**config.mk**
```make
export PLATFORM = sky130hd
export DESIGN_NAME = decimal_display_formatter
export DESIGN_NICKNAME = d
export VERILOG_FILES = /design/src/rtl/ddf_pkg.sv /design/src/rtl/ddf_div.sv /design/src/rtl/decimal_display_formatter.sv
export VERILOG_INCLUDE_DIRS = /design/src /design/src/rtl
export SDC_FILE = /design/constraint.sdc
export NUM_CORES = 1
export LEC_CHECK = 0
export ABC_AREA = 1
export BUFFER_PORTS_ARGS = -buffer_cell sky130_fd_sc_hd__buf_2
export CORE_MARGIN = 8
export CORE_UTILIZATION = 60
export DETAILED_ROUTE_END_ITERATION = 16
export GPL_TIMING_DRIVEN = 0
export MAX_ROUTING_LAYER = met4
export PLACE_DENSITY_LB_ADDON = 0.1
export SLEW_MARGIN = 20
export SYNTH_ARGS = -nofsm -noshare
export SYNTH_HDL_FRONTEND = slang
export SYNTH_SLANG_ARGS = --single-unit
```
**constraint.sdc**
```tcl
create_clock -name clk_i -period 6.4 [get_ports clk_i]
set_input_delay 0.32 -clock clk_i [delete_from_list [all_inputs] [get_ports clk_i]]
set_output_delay 0.32 -clock clk_i [all_outputs]
set_load 0.1 [all_outputs]
```
**src/rtl/decimal_display_formatter_assert.svh**
```systemverilog
// Assertion macros used by the decimal display formatter RTL.
`ifndef DECIMAL_DISPLAY_FORMATTER_ASSERT_SVH
`define DECIMAL_DISPLAY_FORMATTER_ASSERT_SVH

// The consequent must hold in the same cycle as the antecedent.
`define DDF_ASSERT_SAME(label, ante, cons, msg) \
  label: assert property (@(posedge clk_i) disable iff (!rst_ni) (ante) |-> (cons)) \
    else $error(msg);

// The consequent must hold in the cycle after the antecedent.
`define DDF_ASSERT_NEXT(label, ante, cons, msg) \
  label: assert property (@(posedge clk_i) disable iff (!rst_ni) (ante) |=> (cons)) \
    else $error(msg);

`endif

```
**src/rtl/ddf_pkg.sv**
```systemverilog
// Types, codes, constants and the power-of-ten table for the decimal display formatter.
package ddf_pkg;

  localparam int unsigned WordW = 32;
  localparam int unsigned CharW = 8;
  localparam int unsigned PosW  = 4;
  localparam int unsigned ExpW  = 4;

  // Format commands.
  localparam logic [1:0] CMD_U10 = 2'd0;
  localparam logic [1:0] CMD_U5  = 2'd1;
  localparam logic [1:0] CMD_S6  = 2'd2;

  // Leading exponent of each format.
  localparam logic [ExpW-1:0] EXP_U10 = 4'd9;
  localparam logic [ExpW-1:0] EXP_U5  = 4'd4;
  localparam logic [ExpW-1:0] EXP_S6  = 4'd5;

  localparam logic [CharW-1:0] CHAR_ZERO  = 8'd48;
  localparam logic [CharW-1:0] CHAR_MINUS = 8'd45;
  localparam logic [CharW-1:0] CHAR_SPACE = 8'd32;

  typedef struct packed {
    logic [1:0]       command;
    logic [WordW-1:0] value;
  } in_beat_t;

  typedef struct packed {
    logic [CharW-1:0] character;
    logic [PosW-1:0]  position;
    logic             last;
  } out_beat_t;

  // Status handed from the divider back to the sequencer.
  typedef struct packed {
    logic             done;
    logic             q_nz;
    logic [CharW-1:0] q_low;
  } div_res_t;

  typedef enum logic [2:0] {
    S_IDLE = 3'b001,
    S_DIV  = 3'b010,
    S_EMIT = 3'b100
  } state_e;

  function automatic logic [WordW-1:0] pow10(input logic [ExpW-1:0] e);
    logic [WordW-1:0] p;
    unique case (e)
      4'd0:    p = 32'd1;
      4'd1:    p = 32'd10;
      4'd2:    p = 32'd100;
      4'd3:    p = 32'd1000;
      4'd4:    p = 32'd10000;
      4'd5:    p = 32'd100000;
      4'd6:    p = 32'd1000000;
      4'd7:    p = 32'd10000000;
      4'd8:    p = 32'd100000000;
      4'd9:    p = 32'd1000000000;
      default: p = 32'd1;
    endcase
    return p;
  endfunction

endpackage

```
**src/rtl/ddf_div.sv**
```systemverilog
// Bit-serial restoring divider: one quotient bit per cycle.
module ddf_div (
  input  logic                       clk_i,
  input  logic                       rst_ni,
  input  logic                       start_i,
  input  logic [ddf_pkg::WordW-1:0]  dividend_i,
  input  logic [ddf_pkg::WordW-1:0]  divisor_i,
  output ddf_pkg::div_res_t          res_o,
  output logic [ddf_pkg::WordW-1:0]  rem_o
);

  localparam int unsigned CntW = $clog2(ddf_pkg::WordW);
  localparam logic [CntW-1:0] CntLast = CntW'(ddf_pkg::WordW - 1);

  logic                       busy_q, busy_d;
  logic                       done_q, done_d;
  logic [CntW-1:0]            cnt_q, cnt_d;
  logic [ddf_pkg::WordW-1:0]  n_q, n_d;
  logic [ddf_pkg::WordW-1:0]  r_q, r_d;
  logic [ddf_pkg::WordW-1:0]  d_q, d_d;
  logic [ddf_pkg::CharW-1:0]  q_q, q_d;
  logic                       nz_q, nz_d;
  logic [ddf_pkg::WordW:0]    trial;
  logic                       ge;

  assign trial = {r_q, n_q[ddf_pkg::WordW-1]};
  assign ge    = trial >= {1'b0, d_q};

  always_comb begin
    busy_d = busy_q;
    done_d = 1'b0;
    cnt_d  = cnt_q;
    n_d    = n_q;
    r_d    = r_q;
    d_d    = d_q;
    q_d    = q_q;
    nz_d   = nz_q;
    if (start_i) begin
      busy_d = 1'b1;
      cnt_d  = '0;
      n_d    = dividend_i;
      r_d    = '0;
      d_d    = divisor_i;
      q_d    = '0;
      nz_d   = 1'b0;
    end else if (busy_q) begin
      // Shift in the next dividend bit and subtract when it fits.
      r_d  = ge ? ddf_pkg::WordW'(trial - {1'b0, d_q}) : trial[ddf_pkg::WordW-1:0];
      n_d  = {n_q[ddf_pkg::WordW-2:0], 1'b0};
      q_d  = {q_q[ddf_pkg::CharW-2:0], ge};
      nz_d = nz_q | ge;
      cnt_d = cnt_q + 1'b1;
      if (cnt_q == CntLast) begin
        busy_d = 1'b0;
        done_d = 1'b1;
      end
    end
  end

  always_ff @(posedge clk_i or negedge rst_ni) begin
    if (!rst_ni) begin
      busy_q <= 1'b0;
      done_q <= 1'b0;
      cnt_q  <= '0;
    end else begin
      busy_q <= busy_d;
      done_q <= done_d;
      cnt_q  <= cnt_d;
    end
  end

  always_ff @(posedge clk_i) begin
    n_q  <= n_d;
    r_q  <= r_d;
    d_q  <= d_d;
    q_q  <= q_d;
    nz_q <= nz_d;
  end

  assign res_o.done  = done_q;
  assign res_o.q_nz  = nz_q;
  assign res_o.q_low = q_q;
  assign rem_o       = r_q;

endmodule

```
**src/rtl/decimal_display_formatter.sv**
```systemverilog
// Each character costs one pass of the bit-serial divider, then the S_DIV and S_EMIT
// steps; S_EMIT waits while the output register holds a character not yet taken.
// A full item takes 10, 5 or 6 characters.
// The next input beat is taken once the final character sits in the output register.
// Reset is asynchronous and active low; it clears the sequencer and the output valid.
module decimal_display_formatter (
  input  logic               clk_i,
  input  logic               rst_ni,
  input  logic               in_valid_i,
  output logic               in_ready_o,
  input  ddf_pkg::in_beat_t  in_data_i,
  output logic               out_valid_o,
  input  logic               out_ready_i,
  output ddf_pkg::out_beat_t out_data_o
);

  `include "decimal_display_formatter_assert.svh"

  // Control state.
  ddf_pkg::state_e state_q, state_d;
  logic            start_q, start_d;
  logic            out_valid_q, out_valid_d;

  // Working payload for the item in flight.
  logic [ddf_pkg::WordW-1:0] rem_q, rem_d;
  logic [ddf_pkg::ExpW-1:0]  exp_q, exp_d;
  logic [ddf_pkg::PosW-1:0]  pos_q, pos_d;
  logic                      neg_q, neg_d;
  logic                      lead_q, lead_d;
  logic [ddf_pkg::CharW-1:0] pend_char_q, pend_char_d;
  ddf_pkg::out_beat_t        out_data_q, out_data_d;

  ddf_pkg::div_res_t         div_res;
  logic [ddf_pkg::WordW-1:0] div_rem;
  logic                      in_fire;
  logic                      is_last;

  // The divider splits the remaining value by the power of ten of the
  // current position; its remainder becomes the new remaining value.
  ddf_div u_div (
    .clk_i      (clk_i),
    .rst_ni     (rst_ni),
    .start_i    (start_q),
    .dividend_i (rem_q),
    .divisor_i  (ddf_pkg::pow10(exp_q)),
    .res_o      (div_res),
    .rem_o      (div_rem)
  );

  assign in_ready_o = (state_q == ddf_pkg::S_IDLE);
  assign in_fire    = in_valid_i && in_ready_o;
  assign is_last    = (exp_q == '0);

  always_comb begin
    state_d     = state_q;
    start_d     = 1'b0;
    out_valid_d = out_valid_q;
    rem_d       = rem_q;
    exp_d       = exp_q;
    pos_d       = pos_q;
    neg_d       = neg_q;
    lead_d      = lead_q;
    pend_char_d = pend_char_q;
    out_data_d  = out_data_q;

    // The downstream side drains the output register independently.
    if (out_valid_q && out_ready_i) begin
      out_valid_d = 1'b0;
    end

    unique case (state_q)
      ddf_pkg::S_IDLE: begin
        if (in_fire) begin
          pos_d  = '0;
          lead_d = 1'b1;
          neg_d  = 1'b0;
          rem_d  = in_data_i.value;
          unique case (in_data_i.command)
            ddf_pkg::CMD_U10: begin
              exp_d   = ddf_pkg::EXP_U10;
              start_d = 1'b1;
              state_d = ddf_pkg::S_DIV;
            end
            ddf_pkg::CMD_U5: begin
              exp_d   = ddf_pkg::EXP_U5;
              start_d = 1'b1;
              state_d = ddf_pkg::S_DIV;
            end
            ddf_pkg::CMD_S6: begin
              // Signed format works on the magnitude; the sign only
              // changes how leading blanks are drawn.
              exp_d   = ddf_pkg::EXP_S6;
              neg_d   = in_data_i.value[ddf_pkg::WordW-1];
              rem_d   = in_data_i.value[ddf_pkg::WordW-1] ? (-in_data_i.value)
                                                          : in_data_i.value;
              start_d = 1'b1;
              state_d = ddf_pkg::S_DIV;
            end
            default: begin
              // The unused command is dropped without output.
              state_d = ddf_pkg::S_IDLE;
            end
          endcase
        end
      end
      ddf_pkg::S_DIV: begin
        if (div_res.done) begin
          rem_d = div_rem;
          // A position is blank only while every quotient so far was zero,
          // and the final position always shows a digit.
          if (!lead_q || div_res.q_nz || is_last) begin
            pend_char_d = ddf_pkg::CHAR_ZERO + div_res.q_low;
            lead_d      = 1'b0;
          end else begin
            pend_char_d = neg_q ? ddf_pkg::CHAR_MINUS : ddf_pkg::CHAR_SPACE;
          end
          state_d = ddf_pkg::S_EMIT;
        end
      end
      ddf_pkg::S_EMIT: begin
        if (!out_valid_q || out_ready_i) begin
          out_valid_d          = 1'b1;
          out_data_d.character = pend_char_q;
          out_data_d.position  = pos_q;
          out_data_d.last      = is_last;
          pos_d                = pos_q + 1'b1;
          exp_d                = exp_q - 1'b1;
          if (is_last) begin
            state_d = ddf_pkg::S_IDLE;
          end else begin
            start_d = 1'b1;
            state_d = ddf_pkg::S_DIV;
          end
        end
      end
      default: begin
        state_d = ddf_pkg::S_IDLE;
      end
    endcase
  end

  always_ff @(posedge clk_i or negedge rst_ni) begin
    if (!rst_ni) begin
      state_q     <= ddf_pkg::S_IDLE;
      start_q     <= 1'b0;
      out_valid_q <= 1'b0;
    end else begin
      state_q     <= state_d;
      start_q     <= start_d;
      out_valid_q <= out_valid_d;
    end
  end

  always_ff @(posedge clk_i) begin
    rem_q       <= rem_d;
    exp_q       <= exp_d;
    pos_q       <= pos_d;
    neg_q       <= neg_d;
    lead_q      <= lead_d;
    pend_char_q <= pend_char_d;
    out_data_q  <= out_data_d;
  end

  assign out_valid_o = out_valid_q;
  assign out_data_o  = out_data_q;

  // The divider only reports a finished quotient while the sequencer waits for it.
  `DDF_ASSERT_SAME(a_done_in_div, div_res.done, state_q == ddf_pkg::S_DIV, "divider done outside wait")
  // A start pulse is only issued while a character is being worked on.
  `DDF_ASSERT_SAME(a_start_in_div, start_q, state_q == ddf_pkg::S_DIV, "divider start outside wait")
  // Taking a character that is not the final one leaves the item in progress, unless
  // the final character moved into the output register at that same edge.
  `DDF_ASSERT_NEXT(a_no_early_idle, out_valid_o && out_ready_i && !out_data_o.last, state_q != ddf_pkg::S_IDLE || out_valid_o, "item ended early")

endmodule

```
# ---- Word-level counts from Yosys, hierarchy flattened
# Memories as Yosys holds them, arrays and structs flattened. A register that Yosys moved wholly into a read port is not among the register bits.
# Cells that the tools add are included.
# Widths: inputs -> output; s select.
dict set report totals {
  ff_bits 180
  rom_bits 480
  inputBits 38
  out_inout_bits 15
  elab_cells 104
  n_memories 1
}
dict set report op_classes {
  add_sub_neg 6
  magnitude_cmp 1
  eq_ne 11
  n_mux 43
  bitwise_logic 1
  reduce_logical 21
}
# name words word_bits rd rd_ports_with_merged_regs write_ports line_no
set mem_list {}
lappend mem_list {{(no name shown)} 16 30 1 1 0 ddf_pkg.sv:49} ;# unique case (e)
# cell n
set op_table {}
lappend op_table {{$mux 32} 7}
lappend op_table {{$pmux 32 s2} 1}
lappend op_table {{$ge 33x32->1} 1}
lappend op_table {{$neg 32->32} 1}
lappend op_table {{$sub 32x32->32} 1}
lappend op_table {{$mux 4} 5}
lappend op_table {{$mux 1} 16}
lappend op_table {{$pmux 4 s2} 2}
lappend op_table {{$pmux 4 s3} 1}
lappend op_table {{$mux 5} 2}
lappend op_table {{$mux 3} 3}
lappend op_table {{$pmux 3 s3} 1}
lappend op_table {{$reduce_and 3->1} 3}
lappend op_table {{$add 6x8->8 const A} 1}
lappend op_table {{$mux 8} 1}
lappend op_table {{$reduce_and 4->1} 2}
lappend op_table {{$reduce_and 2->1} 3}
lappend op_table {{$reduce_bool 2->1} 3}
lappend op_table {{$add 5x1->5 const B} 1}
lappend op_table {{$eq 5x5->1 const B} 1}
lappend op_table {{$add 4x1->4 const B} 1}
lappend op_table {{$logic_not 4->1} 1}
lappend op_table {{$mux 2} 2}
lappend op_table {{$ne 2x1->1 const B} 2}
lappend op_table {{other kinds (15)} 21}

# ---- Logic depth before layout (Yosys ltp)
dict set report logic_depth {
  ltp_word 6
  ltp_mapped 18
  mapped_depth_nobuf 16
}

# ---- Cells and area by module
# A second synthesis with hierarchy kept.
dict set report unflattened {
  hier_cells 1579
  area_unflattened_um2 11788.8
}
# mod instances cells_per_inst area_each_um2 seq_area_each_um2
set by_module_without_submodules {}
lappend by_module_without_submodules {ddf_div 1 1029 7075.5 2917.8}
lappend by_module_without_submodules {decimal_display_formatter 1 550 4713.3 2478.6}

# ---- Worst setup path before layout
# Ideal clock, no wire load.
dict set report synth_timing {
  path_type {register -> register}
  start {register state_q[0]}
  end {register rem_q[0] (netlist bit) (enable)}
  setup_ps 389
  t_arrival_ps 3024
  required_time_ps 6011
  path_slack_ps 2987
  path_stages_with_launch 7
  path_buffers 0
  period_less_slack_ps 3413
  path_cell_list {dfstp_2 -> inv_1 -> nor3_2 -> inv_1 -> nor2_1 -> inv_1 -> nand2_1}
}
dict set report synth_via {
  elab_chain_cells 4
  elab_cells_between_ends 7
  cone_classes {eq/ne: 4; reduce/logical: 3}
}
# element line_no
set synth_lines {}
lappend synth_lines {{from (decl)} decimal_display_formatter.sv:20} ;# ddf_pkg::state_e state_q, state_d;
lappend synth_lines {{from (signal assigned)} decimal_display_formatter.sv:144} ;# state_q <= ddf_pkg::S_IDLE;
lappend synth_lines {{from (signal assigned)} decimal_display_formatter.sv:148} ;# state_q <= state_d;
lappend synth_lines {{$eq 3x1->1 *} decimal_display_formatter.sv:50} ;# assign in_ready_o = (state_q == ddf_pkg::S_IDLE);
lappend synth_lines {{via in_ready_o} decimal_display_formatter.sv:10} ;# output logic in_ready_o,
lappend synth_lines {{$logic_and 1x1->1} decimal_display_formatter.sv:51} ;# assign in_fire = in_valid_i && in_ready_o;
lappend synth_lines {{$ne 2x1->1 (no source line)} --}
lappend synth_lines {{$reduce_and 3->1 (no source line) *} --}
lappend synth_lines {{to (signal assigned)} decimal_display_formatter.sv:155} ;# rem_q <= rem_d;
lappend synth_lines {{to (decl)} decimal_display_formatter.sv:25} ;# logic [ddf_pkg::WordW-1:0] rem_q, rem_d;
# Mark *: on every way through the listed nets, which the timed path passes. The rest lies on a longest branch.
# A chain may end at the register's enable or synchronous reset.

# ---- Final worst setup path
dict set report layout_timing {
  start {register start_q}
  end {register u_div.n_q[30] (netlist bit) (data pin)}
}
dict set report layout_via {
  elab_chain_cells 1
}
# element line_no
set layout_lines {}
lappend layout_lines {{from (decl)} decimal_display_formatter.sv:21} ;# logic start_q, start_d;
lappend layout_lines {{from (signal assigned)} decimal_display_formatter.sv:149} ;# start_q <= start_d;
lappend layout_lines {{$mux 32} ddf_div.sv:38} ;# if (start_i) begin
lappend layout_lines {{via u_div.n_d (one bit)} ddf_div.sv:18} ;# logic [ddf_pkg::WordW-1:0] n_q, n_d;
lappend layout_lines {{to (signal assigned)} ddf_div.sv:73} ;# n_q <= n_d;
lappend layout_lines {{to (decl)} ddf_div.sv:18}
# The timed path passes the listed nets, and every way through them passes these cells.

==> flow_metrics.py <==
metrics = {
    "routing": {
        "routed_via_density": 5.23,
        "detail_route.wl_per_cell_um": 15.6,
        "drt_iter0_markers": 667,
        "ant_nets": 0,
        "route.detailed.drc": 0,
        "dr_total_vias": 8949,
        "first_pass_iters": 5,
        "routed_wl_um": 26700,
    },
    "floorplan": {
        "coreArea_um2": 17200,
        "chipWidth_um": 148,
        "die_area_um2": 22000,
        "fp-row-count": 48,
        "io_pins": 53,
        "start_util_pct": 61.1,
        "die_y_um": 148,
    },
    "setup_path": {
        "worstPathMaxFanout": 26,
        "cpMostUsedCell": "nand2_1",
        "crit_cells": 5,
        "start_kind": "register",
        "cpLargestDelayFamily": "buffers and inverters",
        "path_buf_inv": 3,
        "cp_cell_sequence": "buf_1, clkinv_1, clkbuf_1, nand2_1, nand2_1",
        "reg2regPathDepth": 5,
        "arrival_ps": 2850,
        "critPathRequiredTime_ps": 6580,
        "crit_path_end_kind": "register",
        "startpoint": "start_q$_DFF_PN0_",
        "worstReg2RegStart": "start_q$_DFF_PN0_",
        "critPathKind": "reg2reg",
        "critical_path.endpoint": "u_div.n_q[30]$_DFFE_PP_",
        "r2r-end": "u_div.n_q[30]$_DFFE_PP_",
        "slowest_delay_ps": 770,
        "r2r_setup_slack_ps": 3730,
        "cp_slowest_cell": "dfrtp_2",
    },
    "placement": {
        "place.gp.congestion": 1.01,
        "hpwl_um": 21100,
        "dpl.cell_count": 1677,
        "port_buffers": 52,
    },
    "synthesis": {
        "synth_area_um2": 10500,
        "synth-seq-cells": 171,
        "synth-edff-count": 118,
        "synthCells": 1400,
        "yosys_warnings": 0,
        "synth-main-ff-cell": "edfxtp_1",
        "ys_seq_area_share_pct": 44.3,
        "ys_top_cells_by_area": "edfxtp_1, nand2_1, dfxtp_1",
        "yosys.area.top_type": "edfxtp_1",
        "synth_top_area_share_pct": 33.7,
        "ys_types": 50,
        "syn_avg_cell_area_um2": 7.52,
        "synthesis.nets": 1485,
        "async_reset_ff_share_pct": 7.02,
    },
    "power": {
        "leakage_uw": 0.00585,
        "worst_ir_drop_vdd_v": 0.000262,
        "power_density_nw_per_um2": 505,
        "fin_total_pwr_uw": 5900,
    },
    "cells_and_area": {
        "final_common_cell": "nand2_1",
        "areaGrowthSynthToFinish_pct": 11.0,
        "n_antenna_cell": 0,
        "drive_above_1_share_pct": 9.76,
        "multi_input_area_um2": 4860,
        "fin_cells": 1710,
        "seq_area_um2": 4670,
        "final_nets": 1557,
        "layout_common_cells": "nand2_1, inv_1, edfxtp_1, nor2_1, nand3_1",
        "nFillCells": 1494,
    },
    "timing": {
        "slew_viol_final": 0,
        "fin_skew_ps": 10.3,
        "setup_tns_ps": 0,
        "holdWs_ps": 105,
        "fin_crit_sh_pct": 41.7,
        "tightest_slew_ps": 821,
        "setup_violations": 0,
        "max_freq_mhz": 375,
        "finalCriticalPeriod_ps": 2670,
        "rsz0062_at_grt": "false",
        "finalHoldViolations": 0,
        "relSlewSlack_pct": 45.2,
    },
    "global_route": {
        "grt_max_degree": 42,
        "grt_pass1_wl_um": 42300,
        "grtUsageTotal_pct": 25.2,
        "grt_pass1_vias": 8349,
        "globalRouteOverflowTotal": 0,
        "antenna_found_initial": 0,
    },
    "clocking": {
        "cts_tree": "built",
        "ctsResizeCount": 0,
        "post_cts_buffers": 0,
        "clk_latency_ps": 440,
        "path_clk_slew_ps": 70,
        "numClockSinks": 171,
        "root_buffer": "clkbuf_16",
        "numCtsBuffers": 17,
        "cts_max_level": 4,
        "clockBufferDepth": 2,
    },
    "run": {
        "cap_violations": 0,
    },
    "status": {
        "status": "complete, no violations",
    },
    "min_path": {
        "min_from": "out_ready_i",
        "min_path_type": "in2reg",
    },
}
[area by class of cell]
cell class	count	area share (%)
Multi-Input combinational cell	981	41.6
Sequential cell	171	39.9
Inverter	214	6.89
Clock buffer	17	3.64
Tap cell	225	2.41
Timing Repair Buffer	53	2.31
Buffer	34	1.78
Clock inverter	15	1.48
[state kept, by name, summed over array words and instances (netlist names), 3 cells and up]
name,cells
rem_q,32
u_div.n_q,32
u_div.rem_o,32
u_div.d_q,23
out_data_o,13
pend_char_q,8
u_div.q_q,8
u_div.cnt_q,5
exp_q,4
pos_q,4
state_q,3
[repair_timing]
item,CTS,global route
endpoints found under the setup margin,0,0
hold endpoints to repair,11,0
hold buffers,1,0
[stage by stage]
step	utilization [%]	area, µm²	setup WS (ps)
after floorplan	-	10500	2990
after global placement	64.2	11100	3060
after detailed placement	64.3	11100	3360
after CTS	67.8	11700	3350
after global routing	67.8	11700	3630
final	67.8	11700	3730
[worst register-to-register path: stages, from the launching register on]
cell,delay (ps)
dfrtp_2,770
buf_1,540
clkinv_1,520
clkbuf_1,350
nand2_1,160
nand2_1,80
[worst min-delay path by stage]
stage | cells after the start | endpoint | slack, ps
finish | 2 | out_valid_o$_DFF_PN0_ | 110
global route | 2 | out_valid_o$_DFF_PN0_ | 80
CTS | 2 | out_valid_o$_DFF_PN0_ | 80
detailed placement | 1 | u_div.done_q$_DFF_PN0_ | 220
global placement | 1 | u_div.done_q$_DFF_PN0_ | 220
floorplan | 0 | out_valid_o$_DFF_PN0_ | 20
[layer usage]
| metal | share of wire, % | track usage [%] | vias up |
|---|---|---|---|
| met2 | 47 | 41.0 | 311 |
| met3 | 6.3 | 3.77 | 52 |
| li1 | - | - | 4585 |
| met5 | 0 | - | - |
| met4 | 2.4 | 7.65 | 0 |
| met1 | 45 | 32.1 | 4001 |
[cell usage after synthesis, types with 2 or more instances]
cell type and number:
a31oi_1 2, dfxtp_1 41, a21oi_1 26, nand4_1 11
nor3_1 16, o21ai_0 62, buf_6 6, inv_2 3
nand3b_2 6, clkinv_1 3, o21ai_1 2, nor4_1 2
clkbuf_1 19, nor2_1 84, edfxtp_1 118, nand2_1 553
o22ai_1 8, xor2_1 26, nand3_1 74, xnor2_1 13
nor2_2 9, o21bai_1 2, nand3_2 6, buf_2 4
nand3b_1 3, nor2_4 4, o211ai_1 2, ha_1 46
buf_1 2, nand2_2 4, inv_1 208, dfrtp_1 11
nand2_4 4, nor3_2 3, o31ai_1 2
[power by group]
part	switching, µW	internal (µW)
clock	505	525
combinational	1930	995
sequential	282	1670
[logic make-up (layout without fill, tap and decap cells)]
family | Yosys count | after routing | share of synthesized area, %
xor gates and xnor gates | 39 | 39 | 3.24
AOI/OAI and AO/OA | 112 | 112 | 5.76
DFF | 171 | 171 | 44.3
and+or+nand+nor | 783 | 783 | 31.4
adders and majority gates | 47 | 47 | 5.66
buffers and inverters | 248 | 333 | 9.60
(Power assumes the default switching activity.)
